<file path="config.mk">
export PLATFORM = sky130hd
export DESIGN_NAME = sorted_timer_queue
export DESIGN_NICKNAME = d
export VERILOG_FILES = /design/src/hw/rtl/stq_pkg.sv /design/src/hw/rtl/stq_ctrl.sv /design/src/hw/rtl/stq_dp.sv /design/src/hw/rtl/sorted_timer_queue.sv
export SDC_FILE = /design/constraint.sdc
export NUM_CORES = 2
export LEC_CHECK = 0
export BUFFER_PORTS_ARGS = -buffer_cell sky130_fd_sc_hd__buf_2
export CAP_MARGIN = 20
export CELL_PAD_IN_SITES_DETAIL_PLACEMENT = 1
export CELL_PAD_IN_SITES_GLOBAL_PLACEMENT = 1
export CORE_ASPECT_RATIO = 2
export CORE_MARGIN = 8
export CORE_UTILIZATION = 48
export CTS_BUF_LIST = sky130_fd_sc_hd__clkbuf_8
export DETAILED_ROUTE_END_ITERATION = 10
export PLACE_DENSITY_LB_ADDON = 0.08
export REMOVE_ABC_BUFFERS = 1
export SLEW_MARGIN = 20
export SYNTH_ARGS = -nofsm -noshare
export SYNTH_HDL_FRONTEND = slang
export SYNTH_SLANG_ARGS = --single-unit
</file>
<file path="constraint.sdc">
create_clock -name clk_i -period 5.8 [get_ports clk_i]
set_clock_uncertainty 0.1 [all_clocks]
set_input_delay 1.16 -clock clk_i [delete_from_list [all_inputs] [get_ports clk_i]]
set_output_delay 1.16 -clock clk_i [all_outputs]
set_load 0.02 [all_outputs]
</file>
<file path="src/hw/rtl/stq_pkg.sv">
// Shared types and constants of the sorted timer queue.
// Used by stq_ctrl, stq_dp and sorted_timer_queue; depends on nothing.
package stq_pkg;

  localparam int unsigned QUEUE_DEPTH = 16;
  localparam int unsigned CNT_W = $clog2(QUEUE_DEPTH + 1);
  localparam int unsigned IDX_W = (QUEUE_DEPTH > 1) ? $clog2(QUEUE_DEPTH) : 1;

  typedef enum logic [1:0] {
    ACT_ADD_REL = 2'd0,
    ACT_ADD_ABS = 2'd1,
    ACT_POLL    = 2'd2
  } action_e;

  typedef enum logic [2:0] {
    KIND_ADDED   = 3'd0,
    KIND_ABORTED = 3'd1,
    KIND_FULL    = 3'd2,
    KIND_EXPIRED = 3'd3,
    KIND_DONE    = 3'd4
  } res_kind_e;

  typedef enum logic [1:0] {
    ST_IDLE,
    ST_EVAL,
    ST_INSERT,
    ST_POLL
  } state_e;

  typedef struct packed {
    logic [1:0]  action;
    logic [31:0] now;
    logic [31:0] amount;
    logic [7:0]  owner;
    logic [4:0]  signal_number;
  } req_t;

  typedef struct packed {
    res_kind_e   kind;
    logic [7:0]  owner_res;
    logic [4:0]  signal_number_res;
    logic [31:0] expiry;
    logic        last;
  } res_t;

  // Controller to datapath.
  typedef struct packed {
    logic      load;       // capture request, compute expiry tick
    logic      ins_init;   // start insertion scan at the tail
    logic      ins_shift;  // move entry one slot up, step index down
    logic      ins_write;  // write new timer at index, grow count
    logic      pop;        // drop head entry, shift all down
    logic      emit;       // load result register
    res_kind_e kind;
    logic      last;
  } cmd_t;

  // Datapath to controller.
  typedef struct packed {
    logic is_add;
    logic is_poll;
    logic elapsed;
    logic full;
    logic ins_stop;
    logic head_expired;
  } status_t;

endpackage

</file>
<file path="src/hw/rtl/stq_ctrl.sv">
// Sequencer of the sorted timer queue: evaluates, inserts, polls.
// Depends on stq_pkg; drives stq_dp through cmd_t, reads status_t.
module stq_ctrl import stq_pkg::*; (
  input  logic    clk_i,
  input  logic    rst_ni,
  input  logic    start_i,
  input  status_t status_i,
  output cmd_t    cmd_o,
  output logic    busy_o
);

  state_e state_q, state_d;

  always_ff @(posedge clk_i or negedge rst_ni) begin
    if (!rst_ni) begin
      state_q <= ST_IDLE;
    end else begin
      state_q <= state_d;
    end
  end

  always_comb begin
    state_d = state_q;
    unique case (state_q)
      ST_IDLE: begin
        if (start_i) state_d = ST_EVAL;
      end
      ST_EVAL: begin
        if (status_i.is_add && !status_i.elapsed && !status_i.full) begin
          state_d = ST_INSERT;
        end else if (status_i.is_poll) begin
          state_d = ST_POLL;
        end else begin
          state_d = ST_IDLE;
        end
      end
      ST_INSERT: begin
        if (status_i.ins_stop) state_d = ST_IDLE;
      end
      ST_POLL: begin
        if (!status_i.head_expired) state_d = ST_IDLE;
      end
      default: state_d = ST_IDLE;
    endcase
  end

  always_comb begin
    cmd_o = '0;
    cmd_o.kind = KIND_DONE;
    unique case (state_q)
      ST_IDLE: begin
        cmd_o.load = start_i;
      end
      ST_EVAL: begin
        if (status_i.is_add) begin
          if (status_i.elapsed) begin
            cmd_o.emit = 1'b1;
            cmd_o.kind = KIND_ABORTED;
            cmd_o.last = 1'b1;
          end else if (status_i.full) begin
            cmd_o.emit = 1'b1;
            cmd_o.kind = KIND_FULL;
            cmd_o.last = 1'b1;
          end else begin
            cmd_o.ins_init = 1'b1;
          end
        end
      end
      ST_INSERT: begin
        if (status_i.ins_stop) begin
          cmd_o.ins_write = 1'b1;
          cmd_o.emit = 1'b1;
          cmd_o.kind = KIND_ADDED;
          cmd_o.last = 1'b1;
        end else begin
          cmd_o.ins_shift = 1'b1;
        end
      end
      ST_POLL: begin
        cmd_o.emit = 1'b1;
        if (status_i.head_expired) begin
          cmd_o.pop = 1'b1;
          cmd_o.kind = KIND_EXPIRED;
        end else begin
          cmd_o.kind = KIND_DONE;
          cmd_o.last = 1'b1;
        end
      end
      default: ;
    endcase
  end

  assign busy_o = (state_q != ST_IDLE);

endmodule

</file>
<file path="src/hw/rtl/stq_dp.sv">
// Datapath of the sorted timer queue: request latch, sorted entry store,
// fill count, insertion index and result register. Depends on stq_pkg.
module stq_dp import stq_pkg::*; (
  input  logic    clk_i,
  input  logic    rst_ni,
  input  req_t    req_i,
  input  cmd_t    cmd_i,
  output status_t status_o,
  output logic    res_valid_o,
  output res_t    res_o
);

  logic [31:0] expiry_q [QUEUE_DEPTH];
  logic [7:0]  owner_q  [QUEUE_DEPTH];
  logic [4:0]  signal_q [QUEUE_DEPTH];

  logic [CNT_W-1:0] count_q;
  logic [IDX_W-1:0] idx_q;
  logic [1:0]       action_q;
  logic [31:0]      now_q;
  logic [31:0]      tick_q;
  logic [7:0]       owner_r_q;
  logic [4:0]       signal_r_q;
  logic             res_valid_q;
  res_t             res_q;

  logic [IDX_W-1:0] idx_prev;
  assign idx_prev = idx_q - IDX_W'(1);

  // Request latch; the expiry tick is formed here.
  always_ff @(posedge clk_i) begin
    if (cmd_i.load) begin
      action_q   <= req_i.action;
      now_q      <= req_i.now;
      owner_r_q  <= req_i.owner;
      signal_r_q <= req_i.signal_number;
      tick_q     <= (req_i.action == ACT_ADD_REL) ? (req_i.now + req_i.amount)
                                                  : req_i.amount;
    end
  end

  // Entry store, no reset: only entries below the count are read.
  always_ff @(posedge clk_i) begin
    if (cmd_i.pop) begin
      for (int i = 0; i < QUEUE_DEPTH - 1; i++) begin
        expiry_q[i] <= expiry_q[i + 1];
        owner_q[i]  <= owner_q[i + 1];
        signal_q[i] <= signal_q[i + 1];
      end
    end else if (cmd_i.ins_shift) begin
      expiry_q[idx_q] <= expiry_q[idx_prev];
      owner_q[idx_q]  <= owner_q[idx_prev];
      signal_q[idx_q] <= signal_q[idx_prev];
    end else if (cmd_i.ins_write) begin
      expiry_q[idx_q] <= tick_q;
      owner_q[idx_q]  <= owner_r_q;
      signal_q[idx_q] <= signal_r_q;
    end
  end

  always_ff @(posedge clk_i) begin
    if (cmd_i.ins_init) begin
      idx_q <= count_q[IDX_W-1:0];
    end else if (cmd_i.ins_shift) begin
      idx_q <= idx_prev;
    end
  end

  always_ff @(posedge clk_i or negedge rst_ni) begin
    if (!rst_ni) begin
      count_q     <= '0;
      res_valid_q <= 1'b0;
    end else begin
      if (cmd_i.ins_write) begin
        count_q <= count_q + CNT_W'(1);
      end else if (cmd_i.pop) begin
        count_q <= count_q - CNT_W'(1);
      end
      res_valid_q <= cmd_i.emit;
    end
  end

  always_ff @(posedge clk_i) begin
    if (cmd_i.emit) begin
      res_q.kind <= cmd_i.kind;
      res_q.last <= cmd_i.last;
      if (cmd_i.pop) begin
        res_q.owner_res         <= owner_q[0];
        res_q.signal_number_res <= signal_q[0];
        res_q.expiry            <= expiry_q[0];
      end else if (cmd_i.kind == KIND_DONE) begin
        res_q.owner_res         <= '0;
        res_q.signal_number_res <= '0;
        res_q.expiry            <= '0;
      end else begin
        res_q.owner_res         <= owner_r_q;
        res_q.signal_number_res <= signal_r_q;
        res_q.expiry            <= tick_q;
      end
    end
  end

  assign status_o.is_add       = (action_q == ACT_ADD_REL) || (action_q == ACT_ADD_ABS);
  assign status_o.is_poll      = (action_q == ACT_POLL);
  assign status_o.elapsed      = (tick_q <= now_q);
  assign status_o.full         = (count_q >= CNT_W'(QUEUE_DEPTH));
  assign status_o.ins_stop     = (idx_q == '0) || (expiry_q[idx_prev] <= tick_q);
  assign status_o.head_expired = (count_q != '0) && (expiry_q[0] <= now_q);

  assign res_valid_o = res_valid_q;
  assign res_o       = res_q;

  a_count_bound: assert property (@(posedge clk_i) disable iff (!rst_ni)
    count_q <= CNT_W'(QUEUE_DEPTH))
    else $error("entry count beyond queue depth");

  a_pop_nonempty: assert property (@(posedge clk_i) disable iff (!rst_ni)
    cmd_i.pop |-> (count_q != '0))
    else $error("pop from empty queue");

  a_write_grows: assert property (@(posedge clk_i) disable iff (!rst_ni)
    cmd_i.ins_write |=> (count_q == $past(count_q) + CNT_W'(1)))
    else $error("insert did not grow the count");

  a_one_store_op: assert property (@(posedge clk_i) disable iff (!rst_ni)
    $onehot0({cmd_i.pop, cmd_i.ins_shift, cmd_i.ins_write}))
    else $error("conflicting store operations");

endmodule

</file>
<file path="src/hw/rtl/sorted_timer_queue.sv">
// Top level of the sorted timer queue: joins controller and datapath.
// Depends on stq_pkg, stq_ctrl and stq_dp.
//
// Usage:
//   Request channel: drive req_i and raise start_i; the request is taken at
//   a rising edge where start_i is high and busy_o is low. busy_o stays high
//   until the request's last result has been loaded into the result register.
//   Result channel: res_valid_o is high for exactly one cycle per result, with
//   res_o holding kind, owner, signal number, expiry tick and the last flag.
//   The receiver cannot stall; every strobe must be taken.
// Timing:
//   An aborted or full add: result formed in the evaluate step, with no insertion.
//   A successful add walks the sorted store from the tail, one entry per
//   cycle, shifting each entry with a later tick up one slot; its result
//   is emitted with the final write of the new timer.
//   A poll pops one expired head entry per cycle: n expired results, then the
//   done marker, one per cycle.
//   A new request may be taken in the cycle its predecessor's last result is
//   on the ports. Unused action codes give no result.
// Reset: rst_ni clears the fill count (queue empty) and the controller.
module sorted_timer_queue import stq_pkg::*; (
  input  logic clk_i,
  input  logic rst_ni,
  input  logic start_i,
  input  req_t req_i,
  output logic busy_o,
  output logic res_valid_o,
  output res_t res_o
);

  cmd_t    cmd;
  status_t status;

  // Hold the sequence of evaluate, insert or poll steps.
  stq_ctrl u_ctrl (
    .clk_i    (clk_i),
    .rst_ni   (rst_ni),
    .start_i  (start_i),
    .status_i (status),
    .cmd_o    (cmd),
    .busy_o   (busy_o)
  );

  // Store the sorted entries and form results.
  stq_dp u_dp (
    .clk_i       (clk_i),
    .rst_ni      (rst_ni),
    .req_i       (req_i),
    .cmd_i       (cmd),
    .status_o    (status),
    .res_valid_o (res_valid_o),
    .res_o       (res_o)
  );

endmodule

</file>
* Yosys cells after proc, flatten, opt, wreduce, memory -nomap -nowiden
Memories as Yosys holds them, arrays and structs flattened.
Index checks and enable logic that the tools add are counted.
** Storage, ports and cells
- Register bits after elaboration :: 140
- Bits in writable memories :: 720
- Bits of input ports :: 82
- Output and inout bits :: 51
- Logic and storage cells :: 107
- Memories :: 3
** Cells by class
- Add/subtract/negate cells :: 4
- Magnitude comparators :: 4
- Equality and inequality tests :: 9
- Multiplexer cells :: 51
- Bitwise gates (word level) :: 3
- Reduce and logical (&&, ||, !) cells :: 19
** Memory list
- u_dp.expiry_q :: depth 16, bits a word 32, read ports 17, clocked after memory_dff 0, write ports 15, line stq_dp.sv:13 : logic [31:0] expiry_q [QUEUE_DEPTH];
- u_dp.owner_q :: depth 16, bits a word 8, read ports 17, clocked after memory_dff 0, write ports 15, line stq_dp.sv:14 : logic [7:0] owner_q [QUEUE_DEPTH];
- u_dp.signal_q :: depth 16, bits a word 5, read ports 17, clocked after memory_dff 0, write ports 15, line stq_dp.sv:15 : logic [4:0] signal_q [QUEUE_DEPTH];
** Operator list (count)
- 32-bit less-or-equal comparator :: 3
- 32-bit 2-to-1 mux :: 3
- 45-bit 2-to-1 mux :: 2
- 5-bit 2-to-1 mux :: 8
- 32-bit adder :: 1
- 32-bit OR reduction :: 1
- 1-bit 2-to-1 mux :: 22
- 4-bit 2-to-1 mux :: 5
- 8-bit 2-to-1 mux :: 2
- 5-bit one-hot mux with 3 select lines :: 1
- 2-bit 2-to-1 mux :: 6
- 2-bit one-hot mux with 4 select lines :: 1
- 8-bit OR reduction :: 1
- 2-bit == test (second input constant) :: 3
- 2-bit logical NOT :: 3
- 2-bit inequality test (second input constant) :: 3
- 2-bit nonzero test :: 3
- 5-bit by 1-bit adder with 5-bit output (second input constant) :: 1
- 5-bit greater-or-equal comparator (second input constant) :: 1
- 5-bit nonzero test :: 1
- 5-bit OR reduction :: 1
- 5-bit by 1-bit subtractor with 5-bit output (second input constant) :: 1
- 2-bit by 1-bit == test with 1-bit output (second input constant) :: 2
- 4-bit logical NOT :: 1
- 8 further kinds :: 14

* Depth between registers and ports, before layout
An unclocked memory read counts as a cell.
- Depth after elaboration :: 13
- Mapped depth :: 29
- Mapped depth without buffers :: 21

* Hierarchy
A second synthesis with hierarchy kept.
** Unflattened totals
- Cells, all modules :: 3749
- Area, all modules :: 45270.9 sq um
** By module, submodules not included
- stq_dp :: times used 1, cells each 3715, area each 45029.4 sq um, sequential area each 25734.7 sq um
- stq_ctrl :: times used 1, cells each 34, area each 241.5 sq um, sequential area each 50.0 sq um

* Least setup slack after synthesis
OpenSTA, ideal clock, no wires.
- Kind :: register to register
- From :: register u_dp.idx_q[0]
- To :: register u_dp.res_q, in the netlist u_dp.res_o[0], enable pin
- Setup time :: 408 ps
- Arrival :: 5748 ps
- Data required time :: 5292 ps
- Slack :: -456 ps
- Cell stages (with the launch flop) :: 24
- Buffers on the path :: 7
- Period minus slack after synthesis :: 6256 ps
- Cell sequence :: edfxtp_1 > buf_2 > buf_2 > buf_2 > inv_1 > ha_1 > buf_2 > clkbuf_1 > clkbuf_1 > mux4_2 > nand2_1 > nand2_1 > o21ai_0 > inv_1 > ha_1 > a21o_1 > a21o_1 > a21oi_1 > nor2_1 > or4_4 > o21ai_4 > buf_2 > o21ai_0 > nand2_1
** RTL lines
- start: declaration :: line stq_dp.sv:18 : logic [IDX_W-1:0] idx_q;
- start signal: assignment :: line stq_dp.sv:63 : idx_q <= count_q[IDX_W-1:0];
- start signal: assignment :: line stq_dp.sv:65 : idx_q <= idx_prev;
- end: declaration :: line stq_dp.sv:25 : res_t res_q;

* Worst setup path in the final report
- From :: register u_dp.idx_q[1]
- To :: register u_dp.count_q[4]
** On the way
- Word-level cells in the longest chain between the ends :: 7
- Elaborated cells between the ends (all ways) :: 9
- Those cells by class :: add/sub: 1; order compare: 1; mux: 3; reduce/logical: 3; memory: 1
** Ends and longest elaborated chain
- 4-bit by 1-bit subtractor with 4-bit output :: line stq_dp.sv:28 : assign idx_prev = idx_q - IDX_W'(1);
- memory 16 x 32 bit
- 32-bit less-or-equal comparator :: line stq_dp.sv:107 : assign status_o.ins_stop = (idx_q == '0) || (expiry_q[idx_prev] <= tick_q);
- 1-bit logical OR (*) :: line stq_dp.sv:107
- 1-bit 2-to-1 mux (*) :: line stq_ctrl.sv:70 : if (status_i.ins_stop) begin
- 2-bit 2-to-1 mux (*) :: line stq_ctrl.sv:50 : unique case (state_q)
- 5-bit 2-to-1 mux or 2-bit nonzero test (tied branches)
- end signal: assignment :: line stq_dp.sv:75 : count_q <= count_q + CNT_W'(1);
- end signal: assignment :: line stq_dp.sv:77 : count_q <= count_q - CNT_W'(1);
- end: declaration :: line stq_dp.sv:17 : logic [CNT_W-1:0] count_q;
Mark *: on every way between the ends. The rest lies on a longest branch, timed or not.
A chain may end at the register's enable or synchronous reset.

==> impl_metrics.tcl <==
set metrics [dict create \
    stdcell_count 5460 \
    track_usage_pct 31.83 \
    tightest_slew_ns 1.247 \
    pin_count 133 \
    rsz0062_at_grt "no" \
    critical_path_arrival_ns 6.23 \
    synth_area_leader_cell "edfxtp_1" \
    avgSynthCellArea_um2 11.43 \
    synth_cell_types 66 \
    setup_viol 0 \
    die_area_um2 106900 \
    antenna_found_initial 3 \
    h-tree-depth 4 \
    synth-main-ff-cell "edfxtp_1" \
    drt-initial-drc-count 3863 \
    die_w_um 235.2 \
    reg2reg_to "u_dp.count_q[4]" \
    synth_top_area_share_pct 55.47 \
    fillCellCount 9861 \
    synth_warnings 0 \
    r2r_slack_ns 0.26 \
    slew_headroom_pct 16.10 \
    grt_pass1_vias 37960 \
    dr.pass1.iters 5 \
    core-area_um2 95690 \
    final_layout_size_suffix_gt1_share_pct 18.68 \
    path_max_fanout 23 \
    dp_hpwl_um 109600 \
    insertion_delay_ns 0.89 \
    path_clk_slew_ns 0.07 \
    drv_cap 0 \
    clockBufferDepth 3 \
    fmax_ghz 0.1805 \
    multiInputGateArea_um2 18670 \
    hold_viol 0 \
    cts_tree "built" \
    worstHoldPathType "primary input to register" \
    min_path_cells 1 \
    start_util_pct 48.20 \
    drv_slew 0 \
    synth_edf_count 852 \
    ant_nets 0 \
    vias_per_cell 6.777 \
    fin_crit_ns 5.540 \
    required_ns 6.49 \
    ys_top_cells_by_area "edfxtp_1 (55%), mux4_2 (9.2%), a31oi_1 (8.4%)" \
    reg2regPathDepth 23 \
    min_to "u_dp.signal_r_q[4]" \
    die_h_um 454.4 \
    wl_um 172900 \
    status "finished clean" \
    dp_cells 5212 \
    drc 0 \
    gp_routability_congestion 0.8798 \
    cts_buffers 135 \
    synth_cells 4035 \
    yosysSeqAreaShare_pct 55.91 \
    wire_per_inst_um 31.66 \
    cts_num_sinks 860 \
    reg2reg_from "u_dp.idx_q[1]" \
    path_class "register to register" \
    start_kind "register" \
    synth_area_um2 46120 \
    grt_start_max_net_pins 83 \
    hold_ws_ns 0.3563 \
    nNetsFinal 4354 \
    async_flop_share_pct 0.9302 \
    vias 37000 \
    end_kind "register" \
    io_buffers 132 \
    grt_pass1_wl_um 253800 \
    period_share_pct 95.51 \
    tns_ns 0 \
    post-route-util_pct 54.11 \
    gr-total-overflow 0 \
    rows 161 \
    seqCellArea_um2 25780 \
    area_delta_synth_final_pct 12.27 \
    yosys_register_bits 860 \
    worst_hold_startpoint "req_i[4]" \
    clockRootBuffer "clkbuf_8" \
]
-- worst max path at each step --
stage	to	depth (start not counted)	slack (ns)	start
after global placement	u_dp.count_q[4]	21	0.21	u_dp.idx_q[1]
after floorplan	u_dp.count_q[4]	21	-11.62	u_dp.idx_q[0]
after CTS	u_dp.count_q[4]	21	0.09	u_dp.idx_q[1]
after detailed placement	u_dp.count_q[4]	21	0.09	u_dp.idx_q[1]
after global routing	u_dp.count_q[4]	21	0.001	u_dp.idx_q[0]
final	u_dp.count_q[4]	23	0.26	u_dp.idx_q[1]
-- state kept, by name (all words and copies together), names as in the netlist --
| register | count |
|---|---|
| u_dp.expiry_q | 512 |
| u_ctrl.state_q | 2 |
| u_dp.now_q | 32 |
| u_dp.tick_q | 32 |
| u_dp.signal_r_q | 5 |
| u_dp.idx_q | 4 |
| u_dp.res_valid_o | 1 |
| u_dp.owner_r_q | 8 |
| u_dp.action_q | 2 |
| u_dp.owner_q | 128 |
| u_dp.count_q | 5 |
| u_dp.signal_q | 80 |
| u_dp.res_o | 49 |
-- synth_stat cells, drive strengths merged, types with 7 or more instances --
master and instances:
and2 18, dfrtp 8, o31ai 8, mux2 17, o21a 11, a211oi 23, nand3 116, a21o 60
ha 135, buf 105, nand2 364, a21oi 56, or3 7, o211ai 20, a31oi 617, inv 118
o21ai 161, xnor2 12, clkbuf 266, edfxtp 852, nor2 648, nor3 57, nand4 39, nor2b 8
mux4 189, a221oi 35, xor2 17
-- logic make-up after synthesis --
kind of cell,share of synthesized area (%)
simple gates,11.51
xor+xnor,0.5507
fa+ha+maj,3.749
compound gates,14.28
buf+inv,4.259
flops,55.91
mux,9.739
-- layout make-up --
type,count,share of cell area [%]
sequential,860,49.80
clock inverter,96,0.9182
multi-input combinational,2686,36.06
tap,1222,2.953
antenna,4,0.01933
timing repair buffer,334,5.681
inverter,118,0.8554
clock buffer,140,3.721
-- worst max-delay path, stage by stage, from the launching register on --
cell	delay, ns
edfxtp_1	0.42
inv_1	0.13
ha_4	0.42
buf_12	0.24
buf_12	0.23
mux4_2	0.31
nand2_1	0.10
nand2_1	0.05
o21ai_0	0.16
inv_1	0.15
ha_1	0.21
a21o_1	0.15
a21o_1	0.18
a21oi_1	0.18
o32ai_1	0.11
or4_4	0.49
o21a_4	0.26
nor2_1	0.15
inv_1	0.14
fa_1	0.43
a21o_1	0.19
a21o_1	0.19
or4_1	0.39
o2111ai_1	0.09
-- cell usage in the layout, fill, tap and decap left out, types with 116 or more instances in the layout --
master    count
clkbuf_8    140
buf_4       140
nand2_1     345
nand3_1     116
buf_2       132
o21ai_0     119
edfxtp_1    852
nor2_1      646
mux4_2      188
ha_1        134
a31oi_1     616
inv_1       158
-- per-stage QoR --
stage          setup slack (ns)  cell area (µm²)
2_1_floorplan            -11.62            44600
3_3_place_gp             0.2139            49280
3_5_place_dp            0.08729            49280
4_1_cts                 0.08749            51690
5_1_grt                0.001394            51770
6_report                 0.2603            51780
-- metal layers --
| metal | up-vias | global-route usage [%] | wire (µm) |
|---|---|---|---|
| met1 | 18847 | 40.78 | 67930 |
| met5 | - | 0 | 0 |
| met4 | 0 | 12.80 | 7339 |
| met3 | 446 | 5.614 | 14310 |
| li1 | 15693 | - | - |
| met2 | 2014 | 53.45 | 83270 |
-- what timing repair did --
action | in CTS | in global routing
setup endpoints to repair | 0 | 32
endpoints found under the hold margin | 8 | 0
buffers inserted | 0 | 6
resized for setup | 0 | 3
hold buffers | 1 | 0
Power is not shown: default switching activity piles up to over one toggle a cycle in this logic, so the estimate is an artifact.
